$ cat config.mk
export PLATFORM = sky130hd
export DESIGN_NAME = tone_generator_with_envelope_core
export DESIGN_NICKNAME = d
export VERILOG_FILES = /design/src/tgen_pkg.sv /design/src/tgen_csr.sv /design/src/tgen_mul.sv /design/src/tone_generator_with_envelope_core.sv
export SDC_FILE = /design/constraint.sdc
export NUM_CORES = 2
export LEC_CHECK = 0
export ABC_AREA = 1
export BUFFER_PORTS_ARGS = -buffer_cell sky130_fd_sc_hd__buf_2
export CAP_MARGIN = 20
export CORE_MARGIN = 4
export CORE_UTILIZATION = 45
export CTS_BUF_LIST = sky130_fd_sc_hd__clkbuf_8
export DETAILED_ROUTE_END_ITERATION = 8
export GPL_TIMING_DRIVEN = 0
export PLACE_DENSITY = 0.71
export SLEW_MARGIN = 20
export SYNTH_ARGS = -nofsm -noshare
export SYNTH_HDL_FRONTEND = slang
export SYNTH_HIERARCHICAL = 1
export SYNTH_SLANG_ARGS = --single-unit
$ cat constraint.sdc
create_clock -name clock -period 10.5 [get_ports clock]
set_input_delay 0.525 -clock clock [delete_from_list [all_inputs] [get_ports clock]]
set_output_delay 0.525 -clock clock [all_outputs]
set_load 0.05 [all_outputs]
$ cat src/tgen_pkg.sv
// Shared types, register codes and fixed-point constants of the tone generator.
`default_nettype none

package tgen_pkg;

   // Default parameter values.
   localparam int TABLE_ADDR_BITS_DEF = 8;
   localparam int LENGTH_BITS_DEF     = 24;

   // Configuration port geometry.
   localparam int CSR_INDEX_W = 3;
   localparam int CSR_DATA_W  = 32;

   // Register indexes.
   localparam logic [CSR_INDEX_W-1:0] REG_PHASE_STEP    = 3'd0;
   localparam logic [CSR_INDEX_W-1:0] REG_VOLUME        = 3'd1;
   localparam logic [CSR_INDEX_W-1:0] REG_NOTE_LENGTH   = 3'd2;
   localparam logic [CSR_INDEX_W-1:0] REG_ATTACK_LENGTH = 3'd3;
   localparam logic [CSR_INDEX_W-1:0] REG_FADE_START    = 3'd4;
   localparam logic [CSR_INDEX_W-1:0] REG_WAVE_SHAPE    = 3'd5;
   localparam logic [CSR_INDEX_W-1:0] REG_ATTACK_STEP   = 3'd6;
   localparam logic [CSR_INDEX_W-1:0] REG_FADE_STEP     = 3'd7;

   // Wave shape codes; the remaining codes give silence.
   localparam logic [2:0] SHAPE_RAISED_COS   = 3'd0;
   localparam logic [2:0] SHAPE_NOISY_SINE   = 3'd1;
   localparam logic [2:0] SHAPE_NOISY_SQUARE = 3'd2;
   localparam logic [2:0] SHAPE_SQUARE       = 3'd3;
   localparam logic [2:0] SHAPE_NOISE        = 3'd4;

   // Fixed-point constants, Q16 where 65536 is 1.0.
   localparam logic [16:0] ONE_Q16 = 17'd65536;
   localparam logic [16:0] SIN_C1  = 17'd102944;
   localparam logic [16:0] SIN_C3  = 17'd42334;
   localparam logic [16:0] SIN_C5  = 17'd5223;
   localparam logic [16:0] SIN_C7  = 17'd307;
   localparam logic [31:0] QUARTER_TURN = 32'h4000_0000;
   localparam logic [31:0] LFSR_TAPS    = 32'hA300_0000;
   localparam logic [31:0] LFSR_SEED    = 32'h0000_ACE1;
   localparam logic [7:0]  SAMPLE_MAX   = 8'd255;

   // Shared multiplier geometry.
   localparam int MUL_A_W = 25;
   localparam int MUL_B_W = 17;
   localparam int MUL_P_W = MUL_A_W + MUL_B_W;

   // Configuration register contents.
   typedef struct packed {
      logic [31:0] phase_step;
      logic [7:0]  volume;
      logic [23:0] note_length;
      logic [23:0] attack_length;
      logic [23:0] fade_start;
      logic [2:0]  wave_shape;
      logic [16:0] attack_step;
      logic [16:0] fade_step;
   } cfg_type;

   // Sequencer states.
   typedef enum logic [10:0] {
      S_IDLE  = 11'b000_0000_0001,
      S_EV    = 11'b000_0000_0010,
      S_WAVE  = 11'b000_0000_0100,
      S_T1    = 11'b000_0000_1000,
      S_T2    = 11'b000_0001_0000,
      S_T3    = 11'b000_0010_0000,
      S_T4    = 11'b000_0100_0000,
      S_RAISE = 11'b000_1000_0000,
      S_NOISE = 11'b001_0000_0000,
      S_FIN   = 11'b010_0000_0000,
      S_OUT   = 11'b100_0000_0000
   } state_type;

endpackage

`default_nettype wire

$ cat src/tgen_csr.sv
// Configuration register file of the tone generator.
`default_nettype none

module tgen_csr #(
   parameter int LENGTH_BITS = tgen_pkg::LENGTH_BITS_DEF
) (
   input  wire logic                              clock,
   input  wire logic                              reset,
   input  wire logic                              csr_wr_en,
   input  wire logic [tgen_pkg::CSR_INDEX_W-1:0]  csr_index,
   input  wire logic [tgen_pkg::CSR_DATA_W-1:0]   csr_wdata,
   output tgen_pkg::cfg_type                      cfg
);

   // Length registers keep no more bits than the index counter has.
   localparam int LEN_KEEP = (LENGTH_BITS < 24) ? LENGTH_BITS : 24;
   localparam logic [23:0] LEN_MASK = 24'((64'(1) << LEN_KEEP) - 64'(1));

   tgen_pkg::cfg_type cfg_ff, cfg_in;

   // Decode one write into the register it addresses.
   always_comb begin
      cfg_in = cfg_ff;
      if (csr_wr_en) begin
         case (csr_index)
            tgen_pkg::REG_PHASE_STEP:    cfg_in.phase_step    = csr_wdata;
            tgen_pkg::REG_VOLUME:        cfg_in.volume        = csr_wdata[7:0];
            tgen_pkg::REG_NOTE_LENGTH:   cfg_in.note_length   = csr_wdata[23:0] & LEN_MASK;
            tgen_pkg::REG_ATTACK_LENGTH: cfg_in.attack_length = csr_wdata[23:0] & LEN_MASK;
            tgen_pkg::REG_FADE_START:    cfg_in.fade_start    = csr_wdata[23:0] & LEN_MASK;
            tgen_pkg::REG_WAVE_SHAPE:    cfg_in.wave_shape    = csr_wdata[2:0];
            tgen_pkg::REG_ATTACK_STEP:   cfg_in.attack_step   = csr_wdata[16:0];
            tgen_pkg::REG_FADE_STEP:     cfg_in.fade_step     = csr_wdata[16:0];
            default:                     cfg_in = cfg_ff;
         endcase
      end
   end

   always_ff @(posedge clock) begin
      if (reset) begin
         cfg_ff <= '0;
      end else begin
         cfg_ff <= cfg_in;
      end
   end

   assign cfg = cfg_ff;

endmodule

`default_nettype wire

$ cat src/tgen_mul.sv
// Shared multiplier with a registered product.
`default_nettype none

module tgen_mul (
   input  wire logic                            clock,
   input  wire logic                            mul_en,
   input  wire logic [tgen_pkg::MUL_A_W-1:0]    mul_a,
   input  wire logic [tgen_pkg::MUL_B_W-1:0]    mul_b,
   output logic      [tgen_pkg::MUL_P_W-1:0]    mul_prod
);

   logic [tgen_pkg::MUL_P_W-1:0] prod_ff;

   // The product holds while the sequencer does not need a new one.
   always_ff @(posedge clock) begin
      if (mul_en) begin
         prod_ff <= tgen_pkg::MUL_P_W'(mul_a) * tgen_pkg::MUL_P_W'(mul_b);
      end
   end

   assign mul_prod = prod_ff;

endmodule

`default_nettype wire

$ cat src/tone_generator_with_envelope_core.sv
// Top level of the tone generator: sequencer, voice state and result register.
//
//   channel  direction  handshake                  payload
//   req      in         req_valid / req_stall      req_start_note
//   rsp      out        rsp_valid / rsp_stall      rsp_sample, rsp_last_of_note, rsp_playing
//   csr      in         csr_wr_en (no wait)        csr_index, csr_wdata
//
// A request with no active note goes straight to the output state. Other samples pass the
// envelope, wave and final product states through the one shared multiplier, a cosine or
// noisy sine also the Horner steps and the raise, a noisy sine the noise product. Reset is
// synchronous and clears the voice state, with the noise register loaded with its seed. A
// stalled result waits in the output register; the next request is taken once it is loaded.
`default_nettype none

module tone_generator_with_envelope_core #(
   parameter int TABLE_ADDR_BITS = tgen_pkg::TABLE_ADDR_BITS_DEF,
   parameter int LENGTH_BITS     = tgen_pkg::LENGTH_BITS_DEF
) (
   input  wire logic                              clock,
   input  wire logic                              reset,
   input  wire logic                              req_valid,
   output logic                                   req_stall,
   input  wire logic                              req_start_note,
   output logic                                   rsp_valid,
   input  wire logic                              rsp_stall,
   output logic      [7:0]                        rsp_sample,
   output logic                                   rsp_last_of_note,
   output logic                                   rsp_playing,
   input  wire logic                              csr_wr_en,
   input  wire logic [tgen_pkg::CSR_INDEX_W-1:0]  csr_index,
   input  wire logic [tgen_pkg::CSR_DATA_W-1:0]   csr_wdata
);

   localparam int AW = tgen_pkg::MUL_A_W;
   localparam int BW = tgen_pkg::MUL_B_W;
   localparam int PW = tgen_pkg::MUL_P_W;
   localparam logic [31:0] PHASE_MASK =
      ~32'((64'(1) << (32 - TABLE_ADDR_BITS)) - 64'(1));

   tgen_pkg::cfg_type cfg;

   tgen_csr #(.LENGTH_BITS(LENGTH_BITS)) u_csr (
      .clock     (clock),
      .reset     (reset),
      .csr_wr_en (csr_wr_en),
      .csr_index (csr_index),
      .csr_wdata (csr_wdata),
      .cfg       (cfg)
   );

   logic          mul_en;
   logic [AW-1:0] mul_a;
   logic [BW-1:0] mul_b;
   logic [PW-1:0] prod;

   tgen_mul u_mul (
      .clock    (clock),
      .mul_en   (mul_en),
      .mul_a    (mul_a),
      .mul_b    (mul_b),
      .mul_prod (prod)
   );

   tgen_pkg::state_type state_ff, state_in;

   // Voice state.
   logic [31:0]            phase_ff, phase_in;
   logic [LENGTH_BITS-1:0] index_ff, index_in;
   logic [16:0]            env_ff, env_in;
   logic [31:0]            lfsr_ff, lfsr_in;
   logic                   active_ff, active_in;

   // Working registers of one sample.
   logic [AW-1:0] ev_ff, ev_in;
   logic [16:0]   x_ff, x_in;
   logic [16:0]   x2_ff, x2_in;
   logic          neg_ff, neg_in;
   logic [15:0]   noise_ff, noise_in;
   logic [16:0]   wave_ff, wave_in;

   // Result register.
   logic       rsp_valid_ff, rsp_valid_in;
   logic [7:0] rsp_sample_ff, rsp_sample_in;
   logic       rsp_last_ff, rsp_last_in;
   logic       rsp_playing_ff, rsp_playing_in;

   // Intermediate values.
   logic [31:0] phase_p, phase_s;
   logic        sine_pos;
   logic [16:0] x_cur;
   logic [31:0] lfsr_next;
   logic [16:0] mag;
   logic [17:0] raised_sum;
   logic [16:0] raised_diff;
   logic [16:0] raised;
   logic [17:0] env_sum;
   logic        last;
   logic        out_free;
   logic        req_take;
   logic        active_start;

   // Phase folding, noise step and sine magnitude.
   always_comb begin
      phase_p  = phase_ff & PHASE_MASK;
      phase_s  = (cfg.wave_shape == tgen_pkg::SHAPE_RAISED_COS) ?
                 phase_p + tgen_pkg::QUARTER_TURN : phase_p;
      x_cur    = phase_s[30] ? tgen_pkg::ONE_Q16 - {1'b0, phase_s[29:14]}
                             : {1'b0, phase_s[29:14]};
      sine_pos = ((phase_p[31:30] == 2'b00) && (phase_p[29:14] != 16'd0)) ||
                 (phase_p[31:30] == 2'b01);
      lfsr_next = lfsr_ff[0] ? ({1'b0, lfsr_ff[31:1]} ^ tgen_pkg::LFSR_TAPS)
                             : {1'b0, lfsr_ff[31:1]};
      mag = (prod[PW-1:16] > (PW-16)'(tgen_pkg::ONE_Q16)) ? tgen_pkg::ONE_Q16 : prod[32:16];
      raised_sum  = {1'b0, tgen_pkg::ONE_Q16} + {1'b0, mag};
      raised_diff = tgen_pkg::ONE_Q16 - mag;
      raised      = neg_ff ? {1'b0, raised_diff[16:1]} : raised_sum[17:1];
      env_sum     = {1'b0, env_ff} + {1'b0, cfg.attack_step};
      last        = 32'(index_ff) == (32'(cfg.note_length) - 32'd1);
   end

   assign out_free     = !rsp_valid_ff || !rsp_stall;
   assign req_take     = (state_ff == tgen_pkg::S_IDLE) && req_valid;
   assign active_start = req_start_note ? (cfg.note_length != 24'd0) : active_ff;

   // Sequencer and multiplier operand selection.
   always_comb begin
      state_in       = state_ff;
      phase_in       = phase_ff;
      index_in       = index_ff;
      env_in         = env_ff;
      lfsr_in        = lfsr_ff;
      active_in      = active_ff;
      ev_in          = ev_ff;
      x_in           = x_ff;
      x2_in          = x2_ff;
      neg_in         = neg_ff;
      noise_in       = noise_ff;
      wave_in        = wave_ff;
      rsp_valid_in   = rsp_valid_ff && rsp_stall;
      rsp_sample_in  = rsp_sample_ff;
      rsp_last_in    = rsp_last_ff;
      rsp_playing_in = rsp_playing_ff;
      mul_en         = 1'b0;
      mul_a          = '0;
      mul_b          = '0;

      case (state_ff)
         tgen_pkg::S_IDLE: begin
            // A start clears the index and sets the envelope's first level.
            if (req_valid) begin
               if (req_start_note) begin
                  index_in = '0;
                  env_in   = (cfg.attack_length == 24'd0) ? tgen_pkg::ONE_Q16 : 17'd0;
               end
               active_in = active_start;
               state_in  = active_start ? tgen_pkg::S_EV : tgen_pkg::S_OUT;
            end
         end
         tgen_pkg::S_EV: begin
            // Envelope times volume.
            mul_en   = 1'b1;
            mul_a    = AW'(cfg.volume);
            mul_b    = env_ff;
            state_in = tgen_pkg::S_WAVE;
         end
         tgen_pkg::S_WAVE: begin
            // Keep the scaled envelope, start the sine with x squared, pick the shape.
            ev_in  = prod[AW-1:0];
            x_in   = x_cur;
            neg_in = phase_s[31];
            mul_en = 1'b1;
            mul_a  = AW'(x_cur);
            mul_b  = x_cur;
            if ((cfg.wave_shape == tgen_pkg::SHAPE_NOISY_SINE) ||
                (cfg.wave_shape == tgen_pkg::SHAPE_NOISY_SQUARE) ||
                (cfg.wave_shape == tgen_pkg::SHAPE_NOISE)) begin
               lfsr_in = lfsr_next;
            end
            noise_in = lfsr_next[31:16];
            case (cfg.wave_shape)
               tgen_pkg::SHAPE_NOISY_SQUARE:
                  wave_in = sine_pos ? {1'b0, lfsr_next[31:16]} : 17'd0;
               tgen_pkg::SHAPE_SQUARE:
                  wave_in = sine_pos ? tgen_pkg::ONE_Q16 : 17'd0;
               tgen_pkg::SHAPE_NOISE:
                  wave_in = {1'b0, lfsr_next[31:16]};
               default:
                  wave_in = 17'd0;
            endcase
            if ((cfg.wave_shape == tgen_pkg::SHAPE_RAISED_COS) ||
                (cfg.wave_shape == tgen_pkg::SHAPE_NOISY_SINE)) begin
               state_in = tgen_pkg::S_T1;
            end else begin
               state_in = tgen_pkg::S_FIN;
            end
         end
         tgen_pkg::S_T1: begin
            // x2 times the highest coefficient.
            x2_in    = prod[32:16];
            mul_en   = 1'b1;
            mul_a    = AW'(tgen_pkg::SIN_C7);
            mul_b    = prod[32:16];
            state_in = tgen_pkg::S_T2;
         end
         tgen_pkg::S_T2: begin
            mul_en   = 1'b1;
            mul_a    = AW'(17'(tgen_pkg::SIN_C5 - prod[32:16]));
            mul_b    = x2_ff;
            state_in = tgen_pkg::S_T3;
         end
         tgen_pkg::S_T3: begin
            mul_en   = 1'b1;
            mul_a    = AW'(17'(tgen_pkg::SIN_C3 - prod[32:16]));
            mul_b    = x2_ff;
            state_in = tgen_pkg::S_T4;
         end
         tgen_pkg::S_T4: begin
            // Last Horner step multiplies by x itself.
            mul_en   = 1'b1;
            mul_a    = AW'(17'(tgen_pkg::SIN_C1 - prod[32:16]));
            mul_b    = x_ff;
            state_in = tgen_pkg::S_RAISE;
         end
         tgen_pkg::S_RAISE: begin
            // Raised sine, and for the noisy sine its product with the noise.
            wave_in = raised;
            if (cfg.wave_shape == tgen_pkg::SHAPE_NOISY_SINE) begin
               mul_en   = 1'b1;
               mul_a    = AW'(raised);
               mul_b    = {1'b0, noise_ff};
               state_in = tgen_pkg::S_NOISE;
            end else begin
               state_in = tgen_pkg::S_FIN;
            end
         end
         tgen_pkg::S_NOISE: begin
            wave_in  = prod[32:16];
            state_in = tgen_pkg::S_FIN;
         end
         tgen_pkg::S_FIN: begin
            mul_en   = 1'b1;
            mul_a    = ev_ff;
            mul_b    = wave_ff;
            state_in = tgen_pkg::S_OUT;
         end
         tgen_pkg::S_OUT: begin
            // Load the result and advance the voice once the output register is free.
            if (out_free) begin
               rsp_valid_in = 1'b1;
               state_in     = tgen_pkg::S_IDLE;
               if (active_ff) begin
                  rsp_sample_in  = (prod[PW-1:32] > (PW-32)'(tgen_pkg::SAMPLE_MAX)) ?
                                   tgen_pkg::SAMPLE_MAX : prod[39:32];
                  rsp_last_in    = last;
                  rsp_playing_in = 1'b1;
                  if (32'(index_ff) < 32'(cfg.attack_length)) begin
                     env_in = (env_sum > 18'(tgen_pkg::ONE_Q16)) ?
                              tgen_pkg::ONE_Q16 : env_sum[16:0];
                  end else if (32'(index_ff) > 32'(cfg.fade_start)) begin
                     env_in = (env_ff > cfg.fade_step) ? env_ff - cfg.fade_step : 17'd0;
                  end
                  phase_in = phase_ff + cfg.phase_step;
                  index_in = index_ff + LENGTH_BITS'(1);
                  if (last) begin
                     active_in = 1'b0;
                  end
               end else begin
                  rsp_sample_in  = 8'd0;
                  rsp_last_in    = 1'b0;
                  rsp_playing_in = 1'b0;
               end
            end
         end
         default: begin
            state_in = tgen_pkg::S_IDLE;
         end
      endcase
   end

   // Control state with reset.
   always_ff @(posedge clock) begin
      if (reset) begin
         state_ff     <= tgen_pkg::S_IDLE;
         phase_ff     <= '0;
         index_ff     <= '0;
         env_ff       <= '0;
         lfsr_ff      <= tgen_pkg::LFSR_SEED;
         active_ff    <= 1'b0;
         rsp_valid_ff <= 1'b0;
      end else begin
         state_ff     <= state_in;
         phase_ff     <= phase_in;
         index_ff     <= index_in;
         env_ff       <= env_in;
         lfsr_ff      <= lfsr_in;
         active_ff    <= active_in;
         rsp_valid_ff <= rsp_valid_in;
      end
   end

   // Payload registers.
   always_ff @(posedge clock) begin
      ev_ff          <= ev_in;
      x_ff           <= x_in;
      x2_ff          <= x2_in;
      neg_ff         <= neg_in;
      noise_ff       <= noise_in;
      wave_ff        <= wave_in;
      rsp_sample_ff  <= rsp_sample_in;
      rsp_last_ff    <= rsp_last_in;
      rsp_playing_ff <= rsp_playing_in;
   end

   assign req_stall        = state_ff != tgen_pkg::S_IDLE;
   assign rsp_valid        = rsp_valid_ff;
   assign rsp_sample       = rsp_sample_ff;
   assign rsp_last_of_note = rsp_last_ff;
   assign rsp_playing      = rsp_playing_ff;

   // The envelope never goes above full level.
   a_env_bound: assert property (@(posedge clock) disable iff (reset)
      env_ff <= tgen_pkg::ONE_Q16)
      else $error("envelope above full level");

   // The noise register never locks up at zero.
   a_lfsr_nonzero: assert property (@(posedge clock) disable iff (reset)
      lfsr_ff != 32'd0)
      else $error("noise register reached zero");

   // A silent result carries no sample and no end of note.
   a_silent_result: assert property (@(posedge clock) disable iff (reset)
      (rsp_valid_ff && !rsp_playing_ff) |-> (rsp_sample_ff == 8'd0) && !rsp_last_ff)
      else $error("silent result carries data");

   // Each played sample advances the index by one.
   a_index_step: assert property (@(posedge clock) disable iff (reset)
      ((state_ff == tgen_pkg::S_OUT) && out_free && active_ff) |=>
      (index_ff == LENGTH_BITS'($past(index_ff) + LENGTH_BITS'(1))))
      else $error("index did not advance");

   // A request is taken only when the previous result has been loaded.
   a_take_after_load: assert property (@(posedge clock) disable iff (reset)
      req_take |-> $past(state_ff) == tgen_pkg::S_OUT || $past(state_ff) == tgen_pkg::S_IDLE)
      else $error("request taken during a computation");

endmodule

`default_nettype wire

==> summary.md <==
| Metric | Value |
|---|---|
| Final Hold Viols | 0 |
| Die Area | 0.0930 sq mm |
| EDFF count, synth | around 140 |
| Pre-CTS setup slack | around 850 ps |
| Sink Count | roughly 400 |
| DR iter-0 viols | 4063 |
| Status | finished clean |
| Post-synthesis compound-gate area fraction | 8.16% |
| Flop pwr share | 43.8% |
| Die height | 305 microns |
| Slew @ Worst Pin | about 1000 ps |
| Row count | 108 |
| Layout area overhead | 7.84% |
| Mapped cell area | 0.0397 sq mm |
| Period minus WS final | 9910 ps |
| Post-route ant nets | 0 |
| Yosys top cell by area | fa_1 |
| Final Cycle Share | 94.3% |
| CP startpoint kind | register |
| Arrival time worst endpoint | 10300 ps |
| Switching component of the power | 1.29 mW |
| PwrDens | 91.4 mW/mm^2 |
| # fillers | between 8000 and 9000 |
| Slowest cell on the critical path | clkbuf_1 |
| Number of global-route vias before repair | 35200 |
| H-Tree Depth | 3 |
| Post-synth ARST share | 0% |
| Core ar. | 0.0872 sq mm |
| Syn_area_per_cell | 7.17 sq um |
| Syn nets | 6174 |
| WS Path Type | reg -> reg |
| Post_cts resized | 0 |
| Rel. slew slack | between 30 and 40% |
| Final setup viols | 0 |
| RePlAce Congestion | 0.973 |
| Pre-antenna DRT Iters | 6 |
| Pint | 2.63 mW |
| Total Neg Setup Slack | 0 ps |
| Worst hold-check path type | in -> reg |
| Post-CTS repair timing setup buffer count | 0 |
| Leakage | 21.9 nW |
| Top cells by count, synth | nand2_1, inv_1, nor2_1, fa_1, nand3_1 |
| Avg WL per Cell | between 15 and 20 microns |
| RSZ-0062 raised after global routing | no |
| Final net count | between 6000 and 7000 |
| Post-synthesis mux area share | 0% |
| Seq/Total Area, Yosys | 23.7% |
| DRC errors left | 0 |
| Main area contributors after synthesis | fa_1, dfxtp_1, nand2_1 |
| Post-Synthesis Cells | between 5000 and 6000 |
| Remaining global-route overflow | 0 |
| Fin worst setup slack | 593 ps |
| CTS tree | yes |
| IO Port Bufs | 52 |
| Main flop type after synthesis | dfxtp_1 |
| Fraction of layout cells with a size suffix above 1 | 6.79% |
| CP Capture Type | register |
| CP Max Fanout | 11 |
| Routed WL | 126000 microns |
| VDD IR max | 0.000106 V |
| Vias | 36700 |
| First-pass GRT wire length | 197000 microns |
| Slew Viols, Final | 0 |
| Ys Warns | 6 |
| Vias per cell | around 5.3 |
| Worst EP required | ~11000 ps |
| Dominant cell by count in the synthesized netlist | nand2_1 |
| Hold_buf cts | 0 |
| Starting Density | between 40% and 50% |
| Clk_lat worst skew | 710 ps |
| XOR/XNOR Fraction of Synth Area | under 10% |
| Adder-cell share of the synthesized area | 25.3% |
| Clock Path Buffers | 3 |
| Crit-path most repeated cell | inv_1 |
| Total CTS buffers | 68 |
| Die W | between 300 and 400 microns |
| CTS Root Cell | clkbuf_8 |
| Largest family of logic cells by synthesized area | simple AND/OR/NAND/NOR gates |
| Fmax | ~100 MHz |
| Yosys top cell area share | 17.6% |
| Max-cap violations | 0 |
| Largest net degree at the start of global routing | 43 |
| Initial antenna violation count | 3 |
| Number of distinct library cells after synthesis | 64 |
| Crit path largest cell delay | 660 ps |
| Combinational share of power | 19.5% |
| Fraction of the mapped netlist area in simple logic gates | 27.2% |
| Switch share | 32.9% |
| Final HPWL DP | 100000 microns |
| IO Count | 53 |
| Clock Power Share | 36.7% |
| Gr usage total | roughly 27% |
| Reg clk slew, reported paths | 70 ps |
| Clock skew | 67.3 ps |
| #FFs+latches synth | 402 |
-- area by class of cell --
type                       count  area [sq um]  area share, %
antenna                        1          2.50        0.00585
buffer                       225           966           2.26
clock buffer                  82          1130           2.64
clock inverter                43           230          0.538
inverter                    1103          4140           9.68
multi-input combinational   3809         25200           58.9
sequential                   402          9400           22.0
tap                         1155          1450           3.38
timing repair buffer          53           288          0.672
-- layout by cell type, fill, tap and decap left out, types with 37 or more instances in the layout --
master,count
buf_2,97
xor2_1,87
ha_1,246
nand3_1,316
nor2_1,611
dfxtp_1,267
o21ai_0,158
fa_1,348
nand4_1,55
clkbuf_8,82
clkbuf_1,152
edfxtp_1,135
nand2_1,1349
a21oi_1,207
nor3_1,42
nand2_2,39
inv_1,1092
xnor2_1,37
-- logic make-up after synthesis --
group / count (synthesis)
AOI/OAI and AO/OA: 544
adders and majority gates: 594
buffers and inverters: 1328
DFF: 402
xor gates and xnor gates: 125
and+or+nand+nor: 2546
-- metal layers --
| metal | routed length (microns) | part of all wire [%] | up-vias | GRT usage [%] |
|---|---|---|---|---|
| li1 | - | - | 17300 | - |
| met3 | 13200 | 11 | 279 | 5.28 |
| met1 | 54100 | 43 | 17400 | 38.4 |
| met5 | 19 | 0.015 | - | 0 |
| met2 | 53600 | 43 | 1699 | 40.3 |
| met4 | 4810 | 3.8 | 2 | 9.41 |
-- through the flow --
stage	hold WS [ps]	cells	power [mW]	util, %	cell area [sq um]
2_1_floorplan	400	5539	2.27	-	39700
5_1_grt	225	6873	4.09	49.1	42800
4_1_cts	168	6872	3.92	49.1	42800
3_3_place_gp	402	6746	2.48	47.5	41400
3_5_place_dp	405	6747	2.49	47.5	41400
6_report	220	6873	3.91	49.1	42800
-- path summary, 6_finish.rpt --
| kind | start | endpoint | slack [ps] | cells after the start |
|---|---|---|---|---|
| setup / recovery | state_ff[0] | u_mul/mul_prod[40] | 590 | 38 |
| hold reg to reg | u_mul/mul_prod[15] | ev_ff[15] | 410 | 0 |
| hold / removal | csr_wdata[24] | u_csr/cfg[141] | 220 | 5 |
| setup reg to reg | state_ff[0] | u_mul/mul_prod[40] | 590 | 38 |
-- power by group through the flow --
| stage | combinational [mW] | clock (mW) | sequential (mW) |
|---|---|---|---|
| floorplan | 0.537 | 0 | 1.73 |
| global placement | 0.734 | 0 | 1.75 |
| finish | 0.762 | 1.44 | 1.72 |
| CTS | 0.751 | 1.46 | 1.71 |
| detailed placement | 0.745 | 0 | 1.75 |
| global route | 0.838 | 1.53 | 1.72 |
-- critical path, delay by kind of cell, from the launching register on --
| family | cells | cell delay (ps) |
|---|---|---|
| AND/OR/NAND/NOR | 15 | 1910 |
| flip-flops | 1 | 330 |
| adder cells (fa/ha/maj) | 8 | 4130 |
| AO/OA/AOI/OAI | 5 | 1260 |
| buffers and inverters | 10 | 1940 |
-- flip-flops by register name, summed over array words and instances (netlist names), 7 cells and up --
name	flops
u_csr/cfg	149
u_mul/mul_prod	42
lfsr_ff	32
phase_ff	32
ev_ff	25
index_ff	24
env_ff	17
wave_ff	17
x2_ff	17
noise_ff	16
state_ff	11
rsp_sample	8
x_ff	7
(Power assumes the default switching activity.)
